`config.mk`:
```
export PLATFORM = sky130hd
export DESIGN_NAME = debounced_multilevel_press_detector
export DESIGN_NICKNAME = d
export VERILOG_FILES = /design/src/dmpd_pkg.sv /design/src/dmpd_step.sv /design/src/debounced_multilevel_press_detector.sv
export SDC_FILE = /design/constraint.sdc
export NUM_CORES = 1
export LEC_CHECK = 0
export BUFFER_PORTS_ARGS = -buffer_cell sky130_fd_sc_hd__buf_4
export CORE_MARGIN = 3
export CORE_UTILIZATION = 56
export DETAILED_ROUTE_END_ITERATION = 10
export PLACE_DENSITY = 0.87
export SKIP_LAST_GASP = 1
export SLEW_MARGIN = 10
export SYNTH_ARGS = -nofsm -noshare
export SYNTH_HDL_FRONTEND = slang
export SYNTH_SLANG_ARGS = --single-unit
```
`constraint.sdc`:
```
create_clock -name clk_i -period 7.88 [get_ports clk_i]
set_input_delay 0.788 -clock clk_i [delete_from_list [all_inputs] [get_ports clk_i]]
set_output_delay 0.788 -clock clk_i [all_outputs]
set_load 0.05 [all_outputs]
```
`src/dmpd_pkg.sv`:
```
// ----------------------------------------------------------------------------
// dmpd_pkg
// Shared types and constants of the debounced multilevel press detector.
// ----------------------------------------------------------------------------
package dmpd_pkg;

  localparam int unsigned NUM_THRESH = 4;
  localparam int unsigned DBNC_W     = 16;
  localparam int unsigned THR_W      = 24;
  localparam int unsigned LEVEL_W    = 3;
  localparam int unsigned DUR_W      = 24;
  localparam int unsigned CFG_IDX_W  = 3;
  localparam int unsigned CFG_DATA_W = 24;

  // configuration register indexes
  localparam logic [CFG_IDX_W-1:0] REG_DEBOUNCE_MS   = 3'd0;
  localparam logic [CFG_IDX_W-1:0] REG_PRESSED_LEVEL = 3'd1;
  localparam logic [CFG_IDX_W-1:0] REG_NUM_LEVELS    = 3'd2;
  localparam logic [CFG_IDX_W-1:0] REG_THRESHOLD_1   = 3'd3;
  localparam logic [CFG_IDX_W-1:0] REG_THRESHOLD_2   = 3'd4;
  localparam logic [CFG_IDX_W-1:0] REG_THRESHOLD_3   = 3'd5;
  localparam logic [CFG_IDX_W-1:0] REG_THRESHOLD_4   = 3'd6;

  localparam logic [DBNC_W-1:0]  DEBOUNCE_RST  = 16'd50;
  localparam logic               PRESSED_RST   = 1'b0;
  localparam logic [LEVEL_W-1:0] NUM_LEVEL_RST = 3'd4;
  localparam logic [THR_W-1:0]   THR_1_RST     = 24'd50;
  localparam logic [THR_W-1:0]   THR_2_RST     = 24'd1000;
  localparam logic [THR_W-1:0]   THR_3_RST     = 24'd3000;
  localparam logic [THR_W-1:0]   THR_4_RST     = 24'd6000;

  localparam logic [DBNC_W-1:0] STABLE_MAX = '1;
  localparam logic [DUR_W-1:0]  DUR_MAX    = '1;

  typedef struct packed {
    logic [DBNC_W-1:0]                 debounce_ms;
    logic                              pressed_level;
    logic [LEVEL_W-1:0]                num_levels;
    logic [NUM_THRESH-1:0][THR_W-1:0]  thr;
  } cfg_t;

  // everything but the press timer, whose width is a parameter
  typedef struct packed {
    logic              prev_sample;
    logic              deb_level;
    logic [DBNC_W-1:0] stable_ticks;
    logic              press_active;
    logic [LEVEL_W-1:0] latched_level;
    logic              max_notified;
  } st_t;

  typedef struct packed {
    logic               max_reached;
    logic [LEVEL_W-1:0] press_level;
    logic [DUR_W-1:0]   press_duration;
    logic               released;
    logic               is_pressed;
  } res_t;

endpackage

```
`src/dmpd_step.sv`:
```
// ----------------------------------------------------------------------------
// dmpd_step
// One tick of debounce, press timing and level latching, combinational.
// ----------------------------------------------------------------------------
module dmpd_step import dmpd_pkg::*; #(
  parameter int unsigned MAX_LEVELS = 4,
  parameter int unsigned TIMER_BITS = 24
) (
  input  cfg_t                  cfg_i,
  input  logic                  sample_i,
  input  st_t                   st_i,
  input  logic [TIMER_BITS-1:0] ticks_i,
  output st_t                   st_o,
  output logic [TIMER_BITS-1:0] ticks_o,
  output res_t                  res_o
);

  localparam int unsigned CW = (TIMER_BITS > THR_W) ? TIMER_BITS : THR_W;
  localparam logic [LEVEL_W-1:0] LIM_CAP =
    LEVEL_W'((MAX_LEVELS < NUM_THRESH) ? MAX_LEVELS : NUM_THRESH);
  localparam logic [TIMER_BITS-1:0] TICKS_MAX = '1;

  logic [LEVEL_W-1:0]    lim;
  logic [LEVEL_W-1:0]    cand;
  logic [LEVEL_W-1:0]    lvl;
  logic [TIMER_BITS-1:0] ticks;
  logic [CW-1:0]         ticks_ext;
  logic [DBNC_W-1:0]     stable;
  logic                  deb;
  logic                  active;
  logic                  ended;
  logic                  maxn;
  logic                  pulse;
  logic [DUR_W-1:0]      dur;

  assign lim = (cfg_i.num_levels > LIM_CAP) ? LIM_CAP : cfg_i.num_levels;

  always_comb begin
    ticks  = ticks_i;
    stable = st_i.stable_ticks;
    deb    = st_i.deb_level;
    active = st_i.press_active;
    ended  = 1'b0;
    dur    = '0;
    lvl    = st_i.latched_level;
    maxn   = st_i.max_notified;
    pulse  = 1'b0;
    cand   = '0;

    if (active && ticks != TICKS_MAX) begin
      ticks = ticks + 1'b1;
    end
    ticks_ext = CW'(ticks);

    if (sample_i != st_i.prev_sample) begin
      stable = '0;
    end else if (stable != STABLE_MAX) begin
      stable = stable + 1'b1;
    end

    if (stable > cfg_i.debounce_ms && sample_i != deb) begin
      deb = sample_i;
      if (sample_i == cfg_i.pressed_level) begin
        active = 1'b1;
        ticks  = '0;
      end else if (active) begin
        dur    = (ticks_ext > CW'(DUR_MAX)) ? DUR_MAX : ticks_ext[DUR_W-1:0];
        active = 1'b0;
        ticks  = '0;
        ended  = 1'b1;
      end
    end

    // highest-numbered threshold in use that the press time has passed
    for (int i = 0; i < NUM_THRESH; i++) begin
      if (LEVEL_W'(i + 1) <= lim && CW'(ticks) >= CW'(cfg_i.thr[i])) begin
        cand = LEVEL_W'(i + 1);
      end
    end

    if (!ended && deb == cfg_i.pressed_level && active) begin
      if (cand > lvl) begin
        lvl = cand;
      end
      if (lvl == lim && !maxn) begin
        maxn  = 1'b1;
        pulse = 1'b1;
      end
    end

    res_o.is_pressed     = (deb == cfg_i.pressed_level);
    res_o.released       = ended;
    res_o.press_duration = dur;
    res_o.press_level    = lvl;
    res_o.max_reached    = pulse;

    st_o.prev_sample   = sample_i;
    st_o.deb_level     = deb;
    st_o.stable_ticks  = stable;
    st_o.press_active  = active;
    st_o.latched_level = ended ? '0 : lvl;
    st_o.max_notified  = ended ? 1'b0 : maxn;
    ticks_o            = ticks;
  end

endmodule

```
`src/debounced_multilevel_press_detector.sv`:
```
// ----------------------------------------------------------------------------
// debounced_multilevel_press_detector
// Debounces one button sample per tick, times presses against up to four
// thresholds and reports level, max pulse and duration on release.
// ----------------------------------------------------------------------------
//  channel   dir  handshake            payload
//  s_axis    in   tvalid/tready        tdata[0] pin_sample
//  m_axis    out  tvalid/tready        tdata[29:0] result fields
//  cfg       in   cfg_we_i             cfg_idx_i, cfg_data_i
//
//  one beat in, one beat out; a new sample is taken every cycle while results are taken.
//  a sample beat lands in the input register; from there, once the result
//  register is free, the step logic loads it and updates the tracking state.
//  while a result waits, the input register takes one more beat, then the
//  sample side stalls until the result is taken.
//  reset restores the register defaults and returns tracking to released.
// ----------------------------------------------------------------------------
module debounced_multilevel_press_detector import dmpd_pkg::*; #(
  parameter int unsigned MAX_LEVELS = 4,
  parameter int unsigned TIMER_BITS = 24
) (
  input  logic                  clk_i,
  input  logic                  rst_ni,
  input  logic                  s_axis_tvalid,
  output logic                  s_axis_tready,
  input  logic [7:0]            s_axis_tdata,   // [0] pin_sample
  output logic                  m_axis_tvalid,
  input  logic                  m_axis_tready,
  // [0] is_pressed, [1] released, [25:2] press_duration,
  // [28:26] press_level, [29] max_reached
  output logic [31:0]           m_axis_tdata,
  input  logic                  cfg_we_i,
  input  logic [CFG_IDX_W-1:0]  cfg_idx_i,
  input  logic [CFG_DATA_W-1:0] cfg_data_i
);

  cfg_t                  cfg_q;
  st_t                   st_q, st_d;
  logic [TIMER_BITS-1:0] ticks_q, ticks_d;
  logic                  in_valid_q;
  logic                  in_sample_q;
  logic                  out_valid_q;
  res_t                  res_q, res_d;
  logic                  adv;

  assign adv           = in_valid_q && (!out_valid_q || m_axis_tready);
  assign s_axis_tready = !in_valid_q || adv;
  assign m_axis_tvalid = out_valid_q;
  assign m_axis_tdata  = {2'b00, res_q};

  dmpd_step #(
    .MAX_LEVELS (MAX_LEVELS),
    .TIMER_BITS (TIMER_BITS)
  ) u_step (
    .cfg_i    (cfg_q),
    .sample_i (in_sample_q),
    .st_i     (st_q),
    .ticks_i  (ticks_q),
    .st_o     (st_d),
    .ticks_o  (ticks_d),
    .res_o    (res_d)
  );

  always_ff @(posedge clk_i or negedge rst_ni) begin
    if (!rst_ni) begin
      cfg_q.debounce_ms   <= DEBOUNCE_RST;
      cfg_q.pressed_level <= PRESSED_RST;
      cfg_q.num_levels    <= NUM_LEVEL_RST;
      cfg_q.thr[0]        <= THR_1_RST;
      cfg_q.thr[1]        <= THR_2_RST;
      cfg_q.thr[2]        <= THR_3_RST;
      cfg_q.thr[3]        <= THR_4_RST;
    end else if (cfg_we_i) begin
      case (cfg_idx_i)
        REG_DEBOUNCE_MS:   cfg_q.debounce_ms   <= cfg_data_i[DBNC_W-1:0];
        REG_PRESSED_LEVEL: cfg_q.pressed_level <= cfg_data_i[0];
        REG_NUM_LEVELS:    cfg_q.num_levels    <= cfg_data_i[LEVEL_W-1:0];
        REG_THRESHOLD_1:   cfg_q.thr[0]        <= cfg_data_i[THR_W-1:0];
        REG_THRESHOLD_2:   cfg_q.thr[1]        <= cfg_data_i[THR_W-1:0];
        REG_THRESHOLD_3:   cfg_q.thr[2]        <= cfg_data_i[THR_W-1:0];
        REG_THRESHOLD_4:   cfg_q.thr[3]        <= cfg_data_i[THR_W-1:0];
        default: begin
        end
      endcase
    end
  end

  always_ff @(posedge clk_i or negedge rst_ni) begin
    if (!rst_ni) begin
      in_valid_q  <= 1'b0;
      in_sample_q <= 1'b0;
    end else if (s_axis_tready) begin
      in_valid_q  <= s_axis_tvalid;
      in_sample_q <= s_axis_tdata[0];
    end
  end

  // tracking state moves only when a beat passes into the result register
  always_ff @(posedge clk_i or negedge rst_ni) begin
    if (!rst_ni) begin
      st_q.prev_sample   <= ~PRESSED_RST;
      st_q.deb_level     <= ~PRESSED_RST;
      st_q.stable_ticks  <= '0;
      st_q.press_active  <= 1'b0;
      st_q.latched_level <= '0;
      st_q.max_notified  <= 1'b0;
      ticks_q            <= '0;
    end else if (adv) begin
      st_q    <= st_d;
      ticks_q <= ticks_d;
    end
  end

  always_ff @(posedge clk_i or negedge rst_ni) begin
    if (!rst_ni) begin
      out_valid_q <= 1'b0;
    end else if (adv) begin
      out_valid_q <= 1'b1;
    end else if (m_axis_tready) begin
      out_valid_q <= 1'b0;
    end
  end

  always_ff @(posedge clk_i) begin
    if (adv) begin
      res_q <= res_d;
    end
  end

endmodule

```
# ---- After elaboration in Yosys (flattened, before gate mapping)
# Cells that the tools add are included.
dict set report totals {
  reg_bits 196
  word_cells 108
}
dict set report classes {
  n_addsub 2
  n_lt_le_gt_ge 12
  n_eq_ne 13
  mux 28
  bitwise 2
  reduce_logical 29
}
# operator count
set op_table {}
lappend op_table {{2-to-1 mux 24 bit} 5}
lappend op_table {{greater-or-equal comparator 24 bit} 4}
lappend op_table {{2-to-1 mux 16 bit} 2}
lappend op_table {{adder 24 x 1 -> 24 bit, second input constant} 1}
lappend op_table {{> comparator 24 bit, second input constant} 1}
lappend op_table {{inequality test 24 bit, second input constant} 1}
lappend op_table {{2-to-1 mux 3 bit} 6}
lappend op_table {{adder 16 x 1 -> 16 bit, second input constant} 1}
lappend op_table {{> comparator 16 bit} 1}
lappend op_table {{inequality test 16 bit, second input constant} 1}
lappend op_table {{AND reduction 2 bit} 7}
lappend op_table {{2-to-1 mux 1 bit} 13}
lappend op_table {{logical AND 1 bit} 10}
lappend op_table {{equality test 3 bit, second input constant} 3}
lappend op_table {{equality test 3 x 2 -> 1 bit, second input constant} 2}
lappend op_table {{less-or-equal comparator 2 x 3 -> 1 bit, first input constant} 2}
lappend op_table {{nonzero test 2 bit} 3}
lappend op_table {{logical NOT 1 bit} 4}
lappend op_table {{2-to-1 mux 2 bit} 2}
lappend op_table {{equality test 3 x 1 -> 1 bit, second input constant} 1}
lappend op_table {{equality test 3 bit} 1}
lappend op_table {{> comparator 3 bit} 1}
lappend op_table {{> comparator 3 bit, second input constant} 1}
lappend op_table {{less-or-equal comparator 1 x 3 -> 1 bit, first input constant} 1}
lappend op_table {{8 further kinds} 12}

# ---- Depth between registers and ports, before layout
# Gate-level depths: netlist of run 1.
dict set report depth {
  depth_word 20
  ltp_mapped 39
  mapped_depth_nobuf 38
}

# ---- By module
# A second synthesis of run 1 with hierarchy kept.
dict set report unflattened {
  cells_unflattened 1133
  hier_area_um2 12052.8
}
# mod instances cells_per_inst area_each_um2 seq_area_each_um2
set by_module_without_submodules {}
lappend by_module_without_submodules {debounced_multilevel_press_detector 1 394 7204.4 5091.1}
lappend by_module_without_submodules {dmpd_step 1 739 4848.4 0.0}

# ---- Least setup slack after synthesis of run 1
# No wires, ideal clock.
dict set report synth_timing {
  path_type {reg2reg}
  startpoint {register st_q[11] (netlist bit)}
  endpoint {register st_q[0] (netlist bit)}
  setup_time_ns 0.119
  t_arrival_ns 7.873
  path_slack_ns -0.112
  path_stages_with_launch 37
  path_buffers 3
  period_less_slack_ns 7.992
  path_cell_list {dfrtp_1 > clkbuf_1 > nand4_1 > nor4_1 > nand4_1 > nor2b_1 > nor2b_1 > nand3_1 > xor2_1 > nor2_1 > ha_1 > nand4_1 > or2_2 > a21o_1 > a211oi_1 > clkbuf_1 > buf_1 > a21oi_1 > o21ai_0 > o31ai_1 > ha_1 > a21oi_1 > o21ai_1 > a221oi_2 > o41ai_1 > o31a_4 > nor3_1 > ha_1 > a21o_1 > a21oi_1 > a31o_2 > nand2_1 > o41ai_4 > xnor2_1 > and4b_1 > o311a_1 > a21bo_1}
}
# item line_no
set synth_rtl {}
lappend synth_rtl {{start: declaration} debounced_multilevel_press_detector.sv:38} ;# st_t st_q, st_d;
lappend synth_rtl {{start signal: assignment} debounced_multilevel_press_detector.sv:109} ;# st_q <= st_d;

==> results.py, run 1 <==
metrics = {
    "status": {
        "outcome": "finished clean",
    },
    "setup_path": {
        "critPathKind": "flop to flop",
        "reg2reg_from": "st_q[5]$_DFFE_PN0P_",
        "arrival_ns": 8.19,
        "critPathRequiredTime_ns": 8.22,
        "start_kind": "flop",
        "cp-startpoint": "st_q[5]$_DFFE_PN0P_",
        "path_max_fanout": 7,
        "max_stage_delay_ns": 0.48,
        "end_kind": "flop",
        "slowest_stage": "o41ai_2",
        "path_buf_inv": 7,
        "crit_family": "compound AO/OA/AOI/OAI gates",
    },
    "route": {
        "drt_iter0_drc": 980,
        "postRouteAntennaNets": 0,
        "vias": 9935,
        "drtPass1Iterations": 6,
        "drc": 0,
        "wl_mm": 31.01,
        "routed_via_density": 6.190,
        "wire_per_inst_microns": 19.32,
    },
    "floorplanning": {
        "start_util_pct": 57.75,
        "chipHeight_microns": 151.6,
        "placementRows": 52,
        "ios": 74,
        "fp.dieArea_sq_mm": 0.02299,
        "core_area_sq_mm": 0.02056,
        "die_w_microns": 151.6,
    },
    "synth": {
        "syn-mean-instance-area_sq_um": 9.537,
        "yosysUniqueCellTypes": 63,
        "yosysSeqAreaShare_pct": 42.88,
        "yosys.area.top_type": "dfrtp_1",
        "ys.flop_type": "dfrtp_1",
        "synth.top_cell.area_share_pct": 28.87,
        "synth_edf_count": 30,
        "netlist_area_sq_mm": 0.01187,
        "synthTopCellsByArea": "dfrtp_1 29%, ha_1 12%, mux2_2 8.5%",
        "synthCells": 1245,
        "synth_seq_cells": 196,
        "async_flop_share_pct": 84.69,
        "yosysWarnings": 0,
    },
    "placed_design": {
        "place_congestion": 0.8726,
        "port_buffers": 64,
        "dp_hpwl_mm": 20.13,
    },
    "timing": {
        "maxSlewHeadroom_pct": 26.64,
        "min_period_ns": 7.854,
        "fin_skew_ns": 0.01387,
        "setup_viol_count_final": 0,
        "worst_pin_slew_ns": 1.097,
        "drv_slew": 0,
        "finalSetupTns_ns": 0,
        "max_freq_mhz": 127.3,
        "period_share_pct": 99.67,
        "final_hold_viol_count": 0,
    },
    "global_route": {
        "grt_overflow": 0,
        "grt_use_met1_pct": 33.03,
        "grt_pass1_wl_mm": 46.07,
        "antenna_found_initial": 0,
        "grtUsageTotal_pct": 25.22,
        "grt_pass1_vias": 9397,
        "global_route.usage.met2_pct": 42.14,
        "grt_max_degree": 103,
        "grt-busiest-layer": "met2",
        "met3_usage_pct": 4.075,
    },
    "finish": {
        "n_antenna_cell": 0,
        "layout-drive-gt1-share_pct": 23.90,
        "area_delta_synth_final_pct": 15.76,
        "fin_nets": 1479,
    },
    "power_and_ir_drop": {
        "total_power_mw": 2.697,
        "power_density_mw_per_mm2": 196.2,
        "p_leak_nw": 6.469,
        "irDropWorstVdd_uv": 124.3,
    },
    "clock_network": {
        "cts_max_level": 4,
        "tritoncts": "built",
        "clk_pin_slew_ns": 0.08,
        "cts_root_buffer": "clkbuf_16",
        "numCtsBuffers": 17,
        "clock_path_buffers": 2,
        "cts_hold_buf": 0,
        "clkLatencyLatePin_ns": 0.45,
        "clock_sinks": 196,
    },
    "min_path": {
        "hold_path.class": "input port to asynchronous set/reset pin",
    },
    "flow_run": {
        "max_cap_viol_count": 0,
    },
}
## logic make-up (layout without fill, tap and decap cells)
kind of cell               count (synthesis)  count (layout)  share of synthesized area (%)
and+or+nand+nor                          367             367                          14.18
AOI/OAI and AO/OA                        244             244                          12.47
DFF                                      196             196                          42.88
buffers and inverters                    180             269                          5.774
adders and majority gates                117             117                          12.33
muxes                                    101             101                          9.463
xor gates and xnor gates                  39              39                          2.877
other                                      1               2                        0.03158
## sequential cells by signal, summed over array words and instances (netlist names)
signal         cells
cfg_q            116
in_sample_q        1
in_valid_q         1
m_axis_tdata      30
m_axis_tvalid      1
st_q              23
ticks_q           24
## metrics by stage
stage / utilization (%) / worst slack (ns) / area, sq um / cells / hold WS, ns
finish: 66.86 / 0.02631 / 13750 / 1605 / 0.4522
global route: 66.86 / -0.2061 / 13750 / 1605 / 0.4856
CTS: 64.88 / 0.0002380 / 13340 / 1584 / 0.4751
detailed placement: 61.96 / -0.07771 / 12740 / 1552 / 0.4631
global placement: 61.96 / 0.1928 / 12740 / 1552 / 0.4533
floorplan: - / 0.08816 / 11880 / 1246 / 0.4456
## timing repair
item,CTS,global route
endpoints found under the hold margin,0,0
endpoints found under the setup margin,2,3
cloned,0,2
buffers inserted,0,19
pin swaps,0,17
gates resized for setup,8,50
## routing by layer
layer | routed length [microns] | vias to the layer above | part of all wire, %
met5 | 0 | - | 0
li1 | - | 4463 | -
met2 | 15230 | 525 | 49
met3 | 2363 | 133 | 7.6
met1 | 12110 | 4814 | 39
met4 | 1310 | 0 | 4.2
## cell usage in the layout, fill, tap and decap left out, types with 4 or more instances in the layout
cell	instances
xnor2_1	21
and4_1	6
and3_1	12
o21ai_2	5
nand3_1	17
xor2_1	17
o21ai_0	105
a21oi_1	50
nor3_1	16
edfxtp_1	30
nor3_2	6
dfrtp_1	134
nand2b_1	6
mux2i_1	10
o31ai_1	5
buf_4	110
inv_6	4
o21ai_1	13
clkbuf_16	20
nand4_1	23
o31ai_4	5
mux2_2	90
o211ai_1	4
inv_1	118
a21o_1	16
nor3b_1	8
nor2b_1	4
dfstp_2	29
ha_1	117
nor2_1	69
nand2_1	175
## layout make-up
cell class / count / area (sq um)
Clock buffer: 20 / 467.9
Fill cell: 1421 / 6814
Clock inverter: 12 / 92.59
Sequential cell: 196 / 5095
Tap cell: 270 / 337.8
Timing Repair Buffer: 117 / 949.7
Multi-Input combinational cell: 870 / 6352
Inverter: 120 / 450.4
## where the power goes
| group | leakage (nW) | switching, mW | total (mW) | internal (mW) |
|---|---|---|---|---|
| Combinational | 3.86 | 0.346 | 0.576 | 0.230 |
| Sequential | 2.33 | 0.0833 | 1.28 | 1.20 |
| Clock | 0.273 | 0.405 | 0.841 | 0.436 |
## worst paths after layout
kind	endpoint	slack, ns	cells past startpoint
min in group clk_i	st_q[22]$_DFFE_PN1P_	0.47	2
max in group asynchronous	st_q[11]$_DFFE_PN0P_	5.97	2
hold / removal	ticks_q[1]$_DFFE_PN0P_	0.45	1
hold reg to reg	st_q[22]$_DFFE_PN1P_	0.47	2
setup reg to reg	st_q[0]$_DFFE_PN0P_	0.03	40
setup / recovery	st_q[0]$_DFFE_PN0P_	0.03	40
## worst reg2reg max path: cells and delay by family, from the launching register on
kind | cells | cell delay [ns]
AO/OA/AOI/OAI | 15 | 3.07
adder cells (fa/ha/maj) | 4 | 1.17
AND/OR/NAND/NOR | 12 | 1.73
XOR/XNOR | 2 | 0.25
flip-flops | 1 | 0.44
buffers and inverters | 7 | 1.10
## synthesized netlist by cell type (all sizes together), types with 3 or more instances
master,instances
a211oi,6
a21o,17
a21oi,52
a221oi,3
a22o,5
a22oi,3
and2,4
and3,13
and4,6
buf,10
clkbuf,50
dfrtp,137
dfstp,29
edfxtp,30
ha,117
inv,120
mux2,90
mux2i,11
nand2,176
nand2b,7
nand3,18
nand4,23
nand4b,3
nor2,71
nor2b,6
nor3,22
nor3b,8
nor4,5
o211ai,4
o21a,3
o21ai,123
o31ai,10
xnor2,21
xor2,18
Note: power is estimated with default switching activity, not from simulation.
==> run 2: changes to the inputs <==
--- a/config.mk
+++ b/config.mk
@@ -7,9 +7,9 @@
 export LEC_CHECK = 0
 export BUFFER_PORTS_ARGS = -buffer_cell sky130_fd_sc_hd__buf_4
 export CORE_MARGIN = 3
-export CORE_UTILIZATION = 56
+export CORE_UTILIZATION = 50
 export DETAILED_ROUTE_END_ITERATION = 10
-export PLACE_DENSITY = 0.87
+export PLACE_DENSITY = 0.8
 export SKIP_LAST_GASP = 1
 export SLEW_MARGIN = 10
 export SYNTH_ARGS = -nofsm -noshare
==> results.py, run 2 (synthesized netlist as in run 1, its figures left out) <==
metrics = {
    "floorplanning": {
        "chipHeight_microns": 160.1,
        "die_w_microns": 160.1,
        "ios": 74,
        "fp.dieArea_sq_mm": 0.02563,
        "core_area_sq_mm": 0.02298,
        "start_util_pct": 51.66,
        "placementRows": 55,
    },
    "finish": {
        "regMostFlops": "cfg_q",
        "area_delta_synth_final_pct": 15.14,
        "largest_reg_flops": 116,
        "fin_nets": 1469,
        "nFillCells": 1892,
        "final_cell_mix": "175 x nand2_1, 137 x dfrtp_1, 118 x inv_1",
        "final_common_cell": "nand2_1",
        "final_cells": 1638,
        "n_antenna_cell": 0,
        "layout-drive-gt1-share_pct": 22.87,
        "final_area_sq_mm": 0.01367,
    },
    "min_path": {
        "hold_path.class": "input port to asynchronous set/reset pin",
    },
    "timing": {
        "max_freq_mhz": 133.0,
        "setup_viol_count_final": 0,
        "worst_pin_slew_ns": 1.043,
        "period_share_pct": 95.45,
        "drv_slew": 0,
        "final_hold_viol_count": 0,
        "fin_skew_ns": 0.009710,
        "hold_ws_ns": 0.4273,
        "min_period_ns": 7.521,
        "maxSlewHeadroom_pct": 30.25,
    },
    "flow_run": {
        "max_cap_viol_count": 0,
    },
    "clock_network": {
        "clkLatencyLatePin_ns": 0.44,
        "cts_root_buffer": "clkbuf_16",
        "cts_max_level": 4,
        "clock_sinks": 196,
        "clk_pin_slew_ns": 0.07,
        "numCtsBuffers": 17,
        "clock_path_buffers": 2,
        "cts_hold_buf": 0,
        "tritoncts": "built",
    },
    "setup_path": {
        "r2r_cells": 37,
        "reg2reg_to": "st_q[0]$_DFFE_PN0P_",
        "start_kind": "flop",
        "cp-startpoint": "st_q[5]$_DFFE_PN0P_",
        "reg2reg_from": "st_q[5]$_DFFE_PN0P_",
        "critPathRequiredTime_ns": 8.20,
        "cp_common_cell": "buf_4",
        "arrival_ns": 7.85,
        "slowest_stage": "a2111o_2",
        "path_max_fanout": 7,
        "crit_path_end": "st_q[0]$_DFFE_PN0P_",
        "max_stage_delay_ns": 0.49,
        "reg2reg_slack_ns": 0.36,
        "critPathKind": "flop to flop",
        "end_kind": "flop",
    },
    "status": {
        "outcome": "finished clean",
    },
    "route": {
        "wire_per_inst_microns": 17.00,
        "drtPass1Iterations": 5,
        "routed_via_density": 5.672,
        "postRouteAntennaNets": 0,
        "vias": 9290,
        "wl_mm": 27.85,
        "drt_iter0_drc": 587,
        "drc": 0,
    },
    "power_and_ir_drop": {
        "irDropWorstVdd_uv": 113.3,
        "power_switching_mw": 0.7829,
        "seqPwrFrac_pct": 47.3,
        "clkPwrFrac_pct": 32.4,
        "intPower_mw": 1.913,
        "p_leak_nw": 6.410,
        "switching_share_pct": 29.05,
        "power_density_mw_per_mm2": 197.2,
        "total_power_mw": 2.695,
        "pwr-share-comb_pct": 20.3,
    },
    "placed_design": {
        "place_congestion": 0.8547,
        "placed_cells": 1594,
        "port_buffers": 64,
        "dp_hpwl_mm": 19.63,
        "placed_cell_area_sq_mm": 0.01279,
    },
    "global_route": {
        "grt_max_degree": 87,
        "grt_pass1_vias": 9067,
        "grt_overflow": 0,
        "grt_pass1_wl_mm": 44.96,
        "grtUsageTotal_pct": 21.62,
        "antenna_found_initial": 0,
    },
}
run 2: stage by stage:
stage          setup WS, ns  setup TNS (ns)  utilization [%]
6_report             0.3589               0            59.48
5_1_grt            -0.05908        -0.06300            59.48
4_1_cts             0.04169               0            58.39
3_5_place_dp       -0.06012        -0.07177            55.63
3_3_place_gp         0.1057               0            55.63
2_1_floorplan       0.08816               0                -
run 2: routing by layer:
metal  up-vias  global-route usage, %  share of wire [%]
li1       4448                      -                  -
met1      4501                  28.17                 43
met2       297                  36.59                 49
met3        44                  3.424                5.4
met4         0                  7.771                2.0
met5         -                      0                  0
run 2: timing repair:
item,4_1_cts,5_1_grt
pin swaps,2,12
gates resized for setup,7,38
endpoints found under the setup margin,2,6
cloned,0,1
buffers inserted,1,10
run 2: worst min-delay path by stage:
stage	start	endpoint	depth (start not counted)
final	rst_ni	in_sample_q$_DFFE_PN0P_	1
after global routing	rst_ni	cfg_q[97]$_DFFE_PN0P_	1
after CTS	rst_ni	cfg_q[2]$_DFFE_PN0P_	1
after detailed placement	st_q[22]$_DFFE_PN1P_	st_q[22]$_DFFE_PN1P_	2
after global placement	st_q[22]$_DFFE_PN1P_	st_q[22]$_DFFE_PN1P_	2
after floorplan	st_q[22]$_DFFE_PN1P_	st_q[22]$_DFFE_PN1P_	2
run 2: power groups by stage:
stage	combinational, mW	clock, mW	sequential, mW
2_1_floorplan	0.356	0	1.30
3_3_place_gp	0.506	0	1.28
3_5_place_dp	0.531	0	1.29
4_1_cts	0.539	0.881	1.27
5_1_grt	0.615	0.918	1.29
6_report	0.548	0.873	1.27
run 2: cell type report:
type | instances | area (sq um) | area share (%)
flip-flops and latches | 196 | 5091 | 37.24
inverters | 120 | 450.4 | 3.295
repair buffers | 107 | 837.1 | 6.122
well taps | 313 | 391.6 | 2.864
multi-input cells | 870 | 6301 | 46.09
clock inverters | 9 | 91.34 | 0.6681
clock buffers | 23 | 509.2 | 3.725
run 2: worst max-delay path, delay by kind of cell (launching register included):
kind	cells	cell delay [ns]
AO/OA/AOI/OAI	14	2.96
buffers and inverters	4	0.67
AND/OR/NAND/NOR	13	1.97
flip-flops	1	0.42
XOR/XNOR	2	0.28
adder cells (fa/ha/maj)	4	1.09
